$ cat src/hw/rtl/dkp_pkg.sv
package dkp_pkg;

    localparam int THRESH_W         = 16;
    localparam int DEF_COUNT_BITS   = 16;
    localparam int CFG_IDX_W        = 1;
    localparam int EVENT_W          = 3;

    localparam logic [THRESH_W-1:0] SHORT_TICKS_RESET = 16'd20;
    localparam logic [THRESH_W-1:0] LONG_TICKS_RESET  = 16'd400;

    typedef enum logic [CFG_IDX_W-1:0] {
        REG_SHORT_PRESS_TICKS = 1'b0,
        REG_LONG_PRESS_TICKS  = 1'b1
    } cfg_reg_t;

    // per-key event
    typedef enum logic [1:0] {
        KEV_NONE  = 2'd0,
        KEV_SHORT = 2'd1,
        KEV_LONG  = 2'd2
    } key_ev_t;

    // combined event code on the output
    typedef enum logic [EVENT_W-1:0] {
        EV_NONE      = 3'd0,
        EV_K1_SHORT  = 3'd1,
        EV_K1_LONG   = 3'd2,
        EV_K2_SHORT  = 3'd3,
        EV_K2_LONG   = 3'd4
    } event_t;

    typedef struct packed {
        logic [THRESH_W-1:0] short_ticks;
        logic [THRESH_W-1:0] long_ticks;
    } thresh_t;

    typedef struct packed {
        logic locked;
        logic armed;
    } key_status_t;

endpackage

$ cat src/hw/rtl/dual_key_short_long_press.sv
// Path: an input transaction passes through the input register and then the result register
// before its result transaction is offered on out_valid.
// Throughput: one scan tick per cycle while the result is not held; each key's counter/lock/armed
// update is a single increment and compare feeding the result register. A held
// result stalls both stages; the input register keeps its transaction and takes a new one
// while empty or advancing. Reset clears key state, valid flags and loads thresholds 20 and 400.
module dual_key_short_long_press #(
    parameter int COUNT_BITS = dkp_pkg::DEF_COUNT_BITS
) (
    input  logic                            clk,
    input  logic                            rst_n,
    input  logic                            in_valid,
    output logic                            in_ready,
    input  logic                            key_one_level,
    input  logic                            key_two_level,
    output logic                            out_valid,
    input  logic                            out_ready,
    output logic [dkp_pkg::EVENT_W-1:0]     key_event,
    input  logic                            cfg_valid,
    output logic                            cfg_ready,
    input  logic [dkp_pkg::CFG_IDX_W-1:0]   cfg_index,
    input  logic [dkp_pkg::THRESH_W-1:0]    cfg_data
);
    import dkp_pkg::*;

    logic        s1_valid_reg;
    logic        s1_valid_next;
    logic        lvl_one_reg;
    logic        lvl_two_reg;
    logic        out_valid_reg;
    logic        out_valid_next;
    event_t      event_reg;
    event_t      event_next;
    logic        advance;
    logic        step;
    thresh_t     thr;
    key_ev_t     ev_one;
    key_ev_t     ev_two;
    key_status_t st_one;
    key_status_t st_two;

    assign cfg_ready = 1'b1;

    // stage 1 moves to the result register when it is empty or being drained
    assign advance  = !out_valid_reg || out_ready;
    assign in_ready = !s1_valid_reg || advance;
    assign step     = s1_valid_reg && advance;

    dkp_cfg_regs u_cfg (
        .clk      (clk),
        .rst_n    (rst_n),
        .wr_en    (cfg_valid && cfg_ready),
        .wr_index (cfg_index),
        .wr_data  (cfg_data),
        .thr      (thr)
    );

    dkp_key_scan #(.COUNT_BITS(COUNT_BITS)) u_key_one (
        .clk    (clk),
        .rst_n  (rst_n),
        .en     (step),
        .level  (lvl_one_reg),
        .thr    (thr),
        .ev     (ev_one),
        .status (st_one)
    );

    dkp_key_scan #(.COUNT_BITS(COUNT_BITS)) u_key_two (
        .clk    (clk),
        .rst_n  (rst_n),
        .en     (step),
        .level  (lvl_two_reg),
        .thr    (thr),
        .ev     (ev_two),
        .status (st_two)
    );

    always_comb
    begin
        s1_valid_next = s1_valid_reg;
        if (in_ready)
        begin
            s1_valid_next = in_valid;
        end
        out_valid_next = out_valid_reg;
        if (advance)
        begin
            out_valid_next = s1_valid_reg;
        end
    end

    // key two overrides key one
    always_comb
    begin
        priority if (ev_two == KEV_LONG)
            event_next = EV_K2_LONG;
        else if (ev_two == KEV_SHORT)
            event_next = EV_K2_SHORT;
        else if (ev_one == KEV_LONG)
            event_next = EV_K1_LONG;
        else if (ev_one == KEV_SHORT)
            event_next = EV_K1_SHORT;
        else
            event_next = EV_NONE;
    end

    always_ff @(posedge clk or negedge rst_n)
    begin
        if (!rst_n)
        begin
            s1_valid_reg  <= 1'b0;
            out_valid_reg <= 1'b0;
        end
        else
        begin
            s1_valid_reg  <= s1_valid_next;
            out_valid_reg <= out_valid_next;
        end
    end

    always_ff @(posedge clk)
    begin
        if (in_valid && in_ready)
        begin
            lvl_one_reg <= key_one_level;
            lvl_two_reg <= key_two_level;
        end
        if (step)
        begin
            event_reg <= event_next;
        end
    end

    assign out_valid = out_valid_reg;
    assign key_event = event_reg;

    // a locked key is never armed
    assert property (@(posedge clk) disable iff (!rst_n)
        !(st_one.locked && st_one.armed) && !(st_two.locked && st_two.armed))
        else $error("key locked while short press armed");

    // input stalls only when both stages are full and the result is held
    assert property (@(posedge clk) disable iff (!rst_n)
        !in_ready |-> (s1_valid_reg && out_valid_reg && !out_ready))
        else $error("input stalled without a full pipeline");

    // a long press of key two leaves it locked
    assert property (@(posedge clk) disable iff (!rst_n)
        (step && ev_two == KEV_LONG) |=> st_two.locked)
        else $error("key two not locked after long press");

    // result code stays in its legal range
    assert property (@(posedge clk) disable iff (!rst_n)
        out_valid |-> (key_event <= EV_K2_LONG))
        else $error("illegal event code");

endmodule

$ cat src/hw/rtl/dkp_cfg_regs.sv
module dkp_cfg_regs (
    input  logic                            clk,
    input  logic                            rst_n,
    input  logic                            wr_en,
    input  logic [dkp_pkg::CFG_IDX_W-1:0]   wr_index,
    input  logic [dkp_pkg::THRESH_W-1:0]    wr_data,
    output dkp_pkg::thresh_t                thr
);
    import dkp_pkg::*;

    thresh_t thr_reg;
    thresh_t thr_next;

    always_comb
    begin
        thr_next = thr_reg;
        if (wr_en)
        begin
            unique case (cfg_reg_t'(wr_index))
                REG_SHORT_PRESS_TICKS: thr_next.short_ticks = wr_data;
                REG_LONG_PRESS_TICKS:  thr_next.long_ticks  = wr_data;
                default:               thr_next = thr_reg;
            endcase
        end
    end

    always_ff @(posedge clk or negedge rst_n)
    begin
        if (!rst_n)
        begin
            thr_reg.short_ticks <= SHORT_TICKS_RESET;
            thr_reg.long_ticks  <= LONG_TICKS_RESET;
        end
        else
        begin
            thr_reg <= thr_next;
        end
    end

    assign thr = thr_reg;

endmodule

$ cat src/hw/rtl/dkp_key_scan.sv
module dkp_key_scan #(
    parameter int COUNT_BITS = dkp_pkg::DEF_COUNT_BITS
) (
    input  logic                    clk,
    input  logic                    rst_n,
    input  logic                    en,
    input  logic                    level,
    input  dkp_pkg::thresh_t        thr,
    output dkp_pkg::key_ev_t        ev,
    output dkp_pkg::key_status_t    status
);
    import dkp_pkg::*;

    localparam int CMP_W = (COUNT_BITS > THRESH_W) ? COUNT_BITS : THRESH_W;

    logic [COUNT_BITS-1:0] count_reg;
    logic [COUNT_BITS-1:0] count_next;
    logic                  locked_reg;
    logic                  locked_next;
    logic                  armed_reg;
    logic                  armed_next;
    logic [COUNT_BITS-1:0] count_inc;
    logic [CMP_W-1:0]      count_cmp;
    logic                  past_short;
    logic                  past_long;

    // saturate instead of wrapping
    assign count_inc  = (count_reg == {COUNT_BITS{1'b1}}) ? count_reg
                                                          : count_reg + 1'b1;
    assign count_cmp  = CMP_W'(count_inc);
    assign past_short = count_cmp > CMP_W'(thr.short_ticks);
    assign past_long  = count_cmp > CMP_W'(thr.long_ticks);

    always_comb
    begin
        count_next  = count_reg;
        locked_next = locked_reg;
        armed_next  = armed_reg;
        ev          = KEV_NONE;
        priority if (level)
        begin
            // released: clear, report short press if armed
            count_next  = '0;
            locked_next = 1'b0;
            armed_next  = 1'b0;
            if (armed_reg)
            begin
                ev = KEV_SHORT;
            end
        end
        else if (!locked_reg)
        begin
            count_next = count_inc;
            if (past_short)
            begin
                armed_next = 1'b1;
            end
            // long press wins over short in the same tick
            if (past_long)
            begin
                armed_next  = 1'b0;
                count_next  = '0;
                locked_next = 1'b1;
                ev          = KEV_LONG;
            end
        end
    end

    always_ff @(posedge clk or negedge rst_n)
    begin
        if (!rst_n)
        begin
            count_reg  <= '0;
            locked_reg <= 1'b0;
            armed_reg  <= 1'b0;
        end
        else if (en)
        begin
            count_reg  <= count_next;
            locked_reg <= locked_next;
            armed_reg  <= armed_next;
        end
    end

    assign status.locked = locked_reg;
    assign status.armed  = armed_reg;

endmodule
$ cat config.mk
export PLATFORM = sky130hd
export DESIGN_NAME = dual_key_short_long_press
export DESIGN_NICKNAME = d
export VERILOG_FILES = /design/src/hw/rtl/dkp_pkg.sv /design/src/hw/rtl/dual_key_short_long_press.sv /design/src/hw/rtl/dkp_cfg_regs.sv /design/src/hw/rtl/dkp_key_scan.sv
export SDC_FILE = /design/constraint.sdc
export NUM_CORES = 1
export LEC_CHECK = 0
export BUFFER_PORTS_ARGS = -buffer_cell sky130_fd_sc_hd__buf_2
export CAP_MARGIN = 20
export CORE_UTILIZATION = 45
export CTS_BUF_LIST = sky130_fd_sc_hd__clkbuf_16
export DETAILED_ROUTE_END_ITERATION = 6
export GPL_TIMING_DRIVEN = 0
export PLACE_DENSITY_LB_ADDON = 0.2
export SLEW_MARGIN = 20
export SYNTH_ARGS = -nofsm -noshare
export SYNTH_HDL_FRONTEND = slang
export SYNTH_SLANG_ARGS = --single-unit
$ cat constraint.sdc
create_clock -name clk -period 4.4 [get_ports clk]
set_clock_uncertainty 0.1 [all_clocks]
set_input_delay 0.88 -clock clk [delete_from_list [all_inputs] [get_ports clk]]
set_output_delay 0.88 -clock clk [all_outputs]
set_load 0.03 [all_outputs]
==> out/summary.txt <==
Status - finished, final reports clean
Worst-Margin Slew - 1.00 ns
Max VDD drop - 0.266 mV
Routed WL per cell - 18.2 um
Clk sink count - 75
Slack of the critical path - 0.274 ns
Initial Util - 46.1%
Yosys reg bits - 75
Max-slew violations - 0
Vias per cell - 6.05
Cell Int Power - 1.28 mW
Fmax - 0.242 GHz
Die height - 113 um
Via count - 4799
Crit path kind - reg2reg
Core area - 0.0120 mm2
Maximum clock insertion buffer count - 2
Synth cell types - 76
Worst-path fanout max - 5
Comb power frac - 21.7%
CTS tree - yes
Critical Path RT - 4.49 ns
Worst setup EP type - flop
First-pass DRT Iterations - 5
TNS Setup - 0 ns
Routed wire length - 14400 um
H-tree depth - 3
Max Cap Viol - 0
Critical Path Start Type - flop
Crit path time final - 4.13 ns
Die W - 113 um
Pleak - 2.89 nW
Number of global-route vias before repair - 4643
Number of synthesized flops with an enable pin - 5
HP Class - in2async
Prevailing post-synth register cell - dfrtp_1
Slew margin rel. - 32.4%
Final Cycle Share - 93.8%
Post-Syn Area - 0.00553 mm2
Mean Syn Cell Area - 9.24 um2
Nets - 731
Post-place setup slack - 0.279 ns
Post-route ant nets - 0
Cell Pwr Density - 300 mW/mm2
DP HPWL - 11200 um
Syn nets - 689
TritonCTS Buffers - 9
GRT Resource Usage Total - 24.2%
Diode count - 0
Final Setup Violations - 0
Root Driver - clkbuf_16
First-pass GRT wire length - 23700 um
Top-area cell type share of the netlist area - 29.4%
Initial antenna violation count - 0
R2R depth - 12
Reg-to-Reg Start - u_key_two.count_reg[2]
Port bufs - 28
Area Growth Syn to Fin - 11.4%
Number of flip-flops in the largest register - 32
Final hold vios - 0
Yosys Warn Count - 0
Share of cells above drive strength 1 - 17.3%
Worst flop-to-flop path endpoint - u_key_two.count_reg[5]
Sequential share of power - 43.1%
Largest net degree at the start of global routing - 39
Area contributors post-synth - dfrtp_1 29%, ha_1 15%, nand2_1 5.2%, mux2_2 4.1%, edfxtp_1 2.7%
Post-route DRC violation count - 0
Switching Share - 30.8%
CTS clock-pin slew for the worst setup and hold paths - 0.06 ns
Clk_lat worst skew - 0.35 ns
Seq/Total Area, Yosys - 34.5%
Post-Synthesis Cells - 599
# IOs - 30
Reg2Reg Setup Slack - 0.27 ns
Cell taking the most area after synthesis - dfrtp_1
Post-synthesis async set-or-reset flop share - 93.3%
Site Rows - 40
Clock Power Share - 35.3%
P_sw - 0.569 mW
Critical Path AT - 4.22 ns
GPL Wtd Cong - 0.911
Die Area - 0.0127 mm2
RSZ-0062 raised after global routing - false
Initial drt markers - 335
Fillers - 1156
Power Total - 1.85 mW
GR Overflow Total - 0
## cell usage in the layout, fill, tap and decap left out, types with 4 or more instances in the layout
cell | netlist | layout
ha_1 | 66 | 66
clkbuf_1 | 9 | 9
buf_2 | 3 | 30
o21ai_0 | 28 | 28
a221o_1 | 4 | 4
o21a_1 | 9 | 9
a2111oi_0 | 7 | 7
and3_1 | 8 | 8
nor2b_1 | 6 | 6
a211oi_1 | 5 | 5
nand3_1 | 17 | 17
and2_1 | 9 | 9
dfstp_2 | 5 | 5
nor3_1 | 12 | 12
clkinv_1 | 1 | 4
nor4_1 | 6 | 5
buf_4 | 3 | 6
a21oi_1 | 27 | 27
nand2_1 | 77 | 77
o211ai_1 | 13 | 13
or2_2 | 6 | 6
nand2b_1 | 6 | 6
inv_1 | 38 | 40
nor2_1 | 30 | 30
a21o_1 | 7 | 7
nand4_1 | 17 | 17
a22o_1 | 6 | 6
mux2_2 | 20 | 20
dfrtp_1 | 65 | 65
a221oi_1 | 7 | 7
clkbuf_16 | 0 | 9
edfxtp_1 | 5 | 5
o221ai_1 | 8 | 8
xnor2_1 | 8 | 8
## worst max-delay path by stage
stage,cells past startpoint,end,from
after floorplan,12,key_event[0],u_key_two.count_reg[0]
after detailed placement,11,u_key_two.count_reg[1],u_key_two.count_reg[2]
after CTS,11,u_key_two.count_reg[13],u_key_two.count_reg[2]
after global placement,14,u_key_one.count_reg[8],u_key_one.count_reg[0]
after global routing,13,u_key_two.count_reg[5],u_key_two.count_reg[0]
final,12,u_key_two.count_reg[5],u_key_two.count_reg[2]
## worst max-delay path, stage by stage (launching register included)
cell,delay (ns)
dfrtp_1,0.42
and3_1,0.21
nor3b_1,0.56
nand2_1,0.18
nand2_1,0.12
or3b_2,0.48
ha_1,0.31
nand4_1,0.18
or2_2,0.37
a211oi_2,0.29
nor4_4,0.10
o21ai_1,0.45
o221ai_1,0.21
## through the flow
stage / instances / hold WS [ns] / util (%) / area, um2
finish: 793 / 0.377 / 51.3 / 6160
global route: 793 / 0.410 / 51.3 / 6160
CTS: 791 / 0.392 / 51.1 / 6130
detailed placement: 775 / 0.385 / 49.0 / 5880
global placement: 774 / 0.365 / 48.8 / 5860
floorplan: 599 / 0.357 / - / 5530
## cell type report
cell class                      instances  area, um2  share of cell area [%]
Clock inverter                          7       28.8                   0.467
Inverter                               39        146                    2.37
Tap cell                              147        184                    2.98
Buffer                                 19        110                    1.79
Clock buffer                            9        225                    3.65
Timing Repair Buffer                   31        178                    2.88
Multi-Input combinational cell        466       3380                    54.9
Sequential cell                        75       1910                    31.0
## power by group through the flow
stage               Sequential (mW)  Combinational (mW)  Clock [mW]
floorplan                     0.799               0.267           0
finish                        0.795               0.400       0.652
detailed placement            0.806               0.393           0
CTS                           0.794               0.397       0.668
global route                  0.802               0.458       0.688
global placement              0.803               0.374           0
## timing repair
| action | CTS | global route |
|---|---|---|
| hold buffers | 0 | 0 |
| setup endpoints to repair | 0 | 16 |
| setup buffers | 0 | 2 |
| resized for setup | 0 | 2 |
## cell usage after synthesis, drive strengths merged, types with 8 or more instances
library cell / n
ha: 66
a21oi: 28
inv: 38
mux2: 20
nor3: 12
and2: 10
o221ai: 8
o21ai: 33
o211ai: 13
xnor2: 8
nor2: 31
dfrtp: 65
nor4: 9
nand4: 18
nand3: 18
buf: 9
clkbuf: 10
and3: 10
a221oi: 8
o21a: 9
nand2: 78
## logic make-up (layout without fill, tap and decap cells)
| family | Yosys count | in the layout | share of synthesized area (%) |
|---|---|---|---|
| muxes | 20 | 20 | 4.07 |
| xor gates and xnor gates | 9 | 9 | 1.42 |
| adders and majority gates | 66 | 66 | 14.9 |
| other | 1 | 1 | 0.0678 |
| DFF | 75 | 75 | 34.5 |
| AOI/OAI and AO/OA | 150 | 150 | 19.3 |
| and+or+nand+nor | 220 | 220 | 21.1 |
| buffers and inverters | 58 | 105 | 4.63 |
## per-layer routing
| layer | global-route usage [%] | wire (um) | share of wire (%) |
|---|---|---|---|
| met5 | 0 | 0 | 0 |
| met4 | 11.8 | 401 | 2.8 |
| met3 | 3.54 | 512 | 3.6 |
| met2 | 37.2 | 6430 | 45 |
| met1 | 33.6 | 7050 | 49 |
Note: power is estimated with default switching activity, not from simulation.
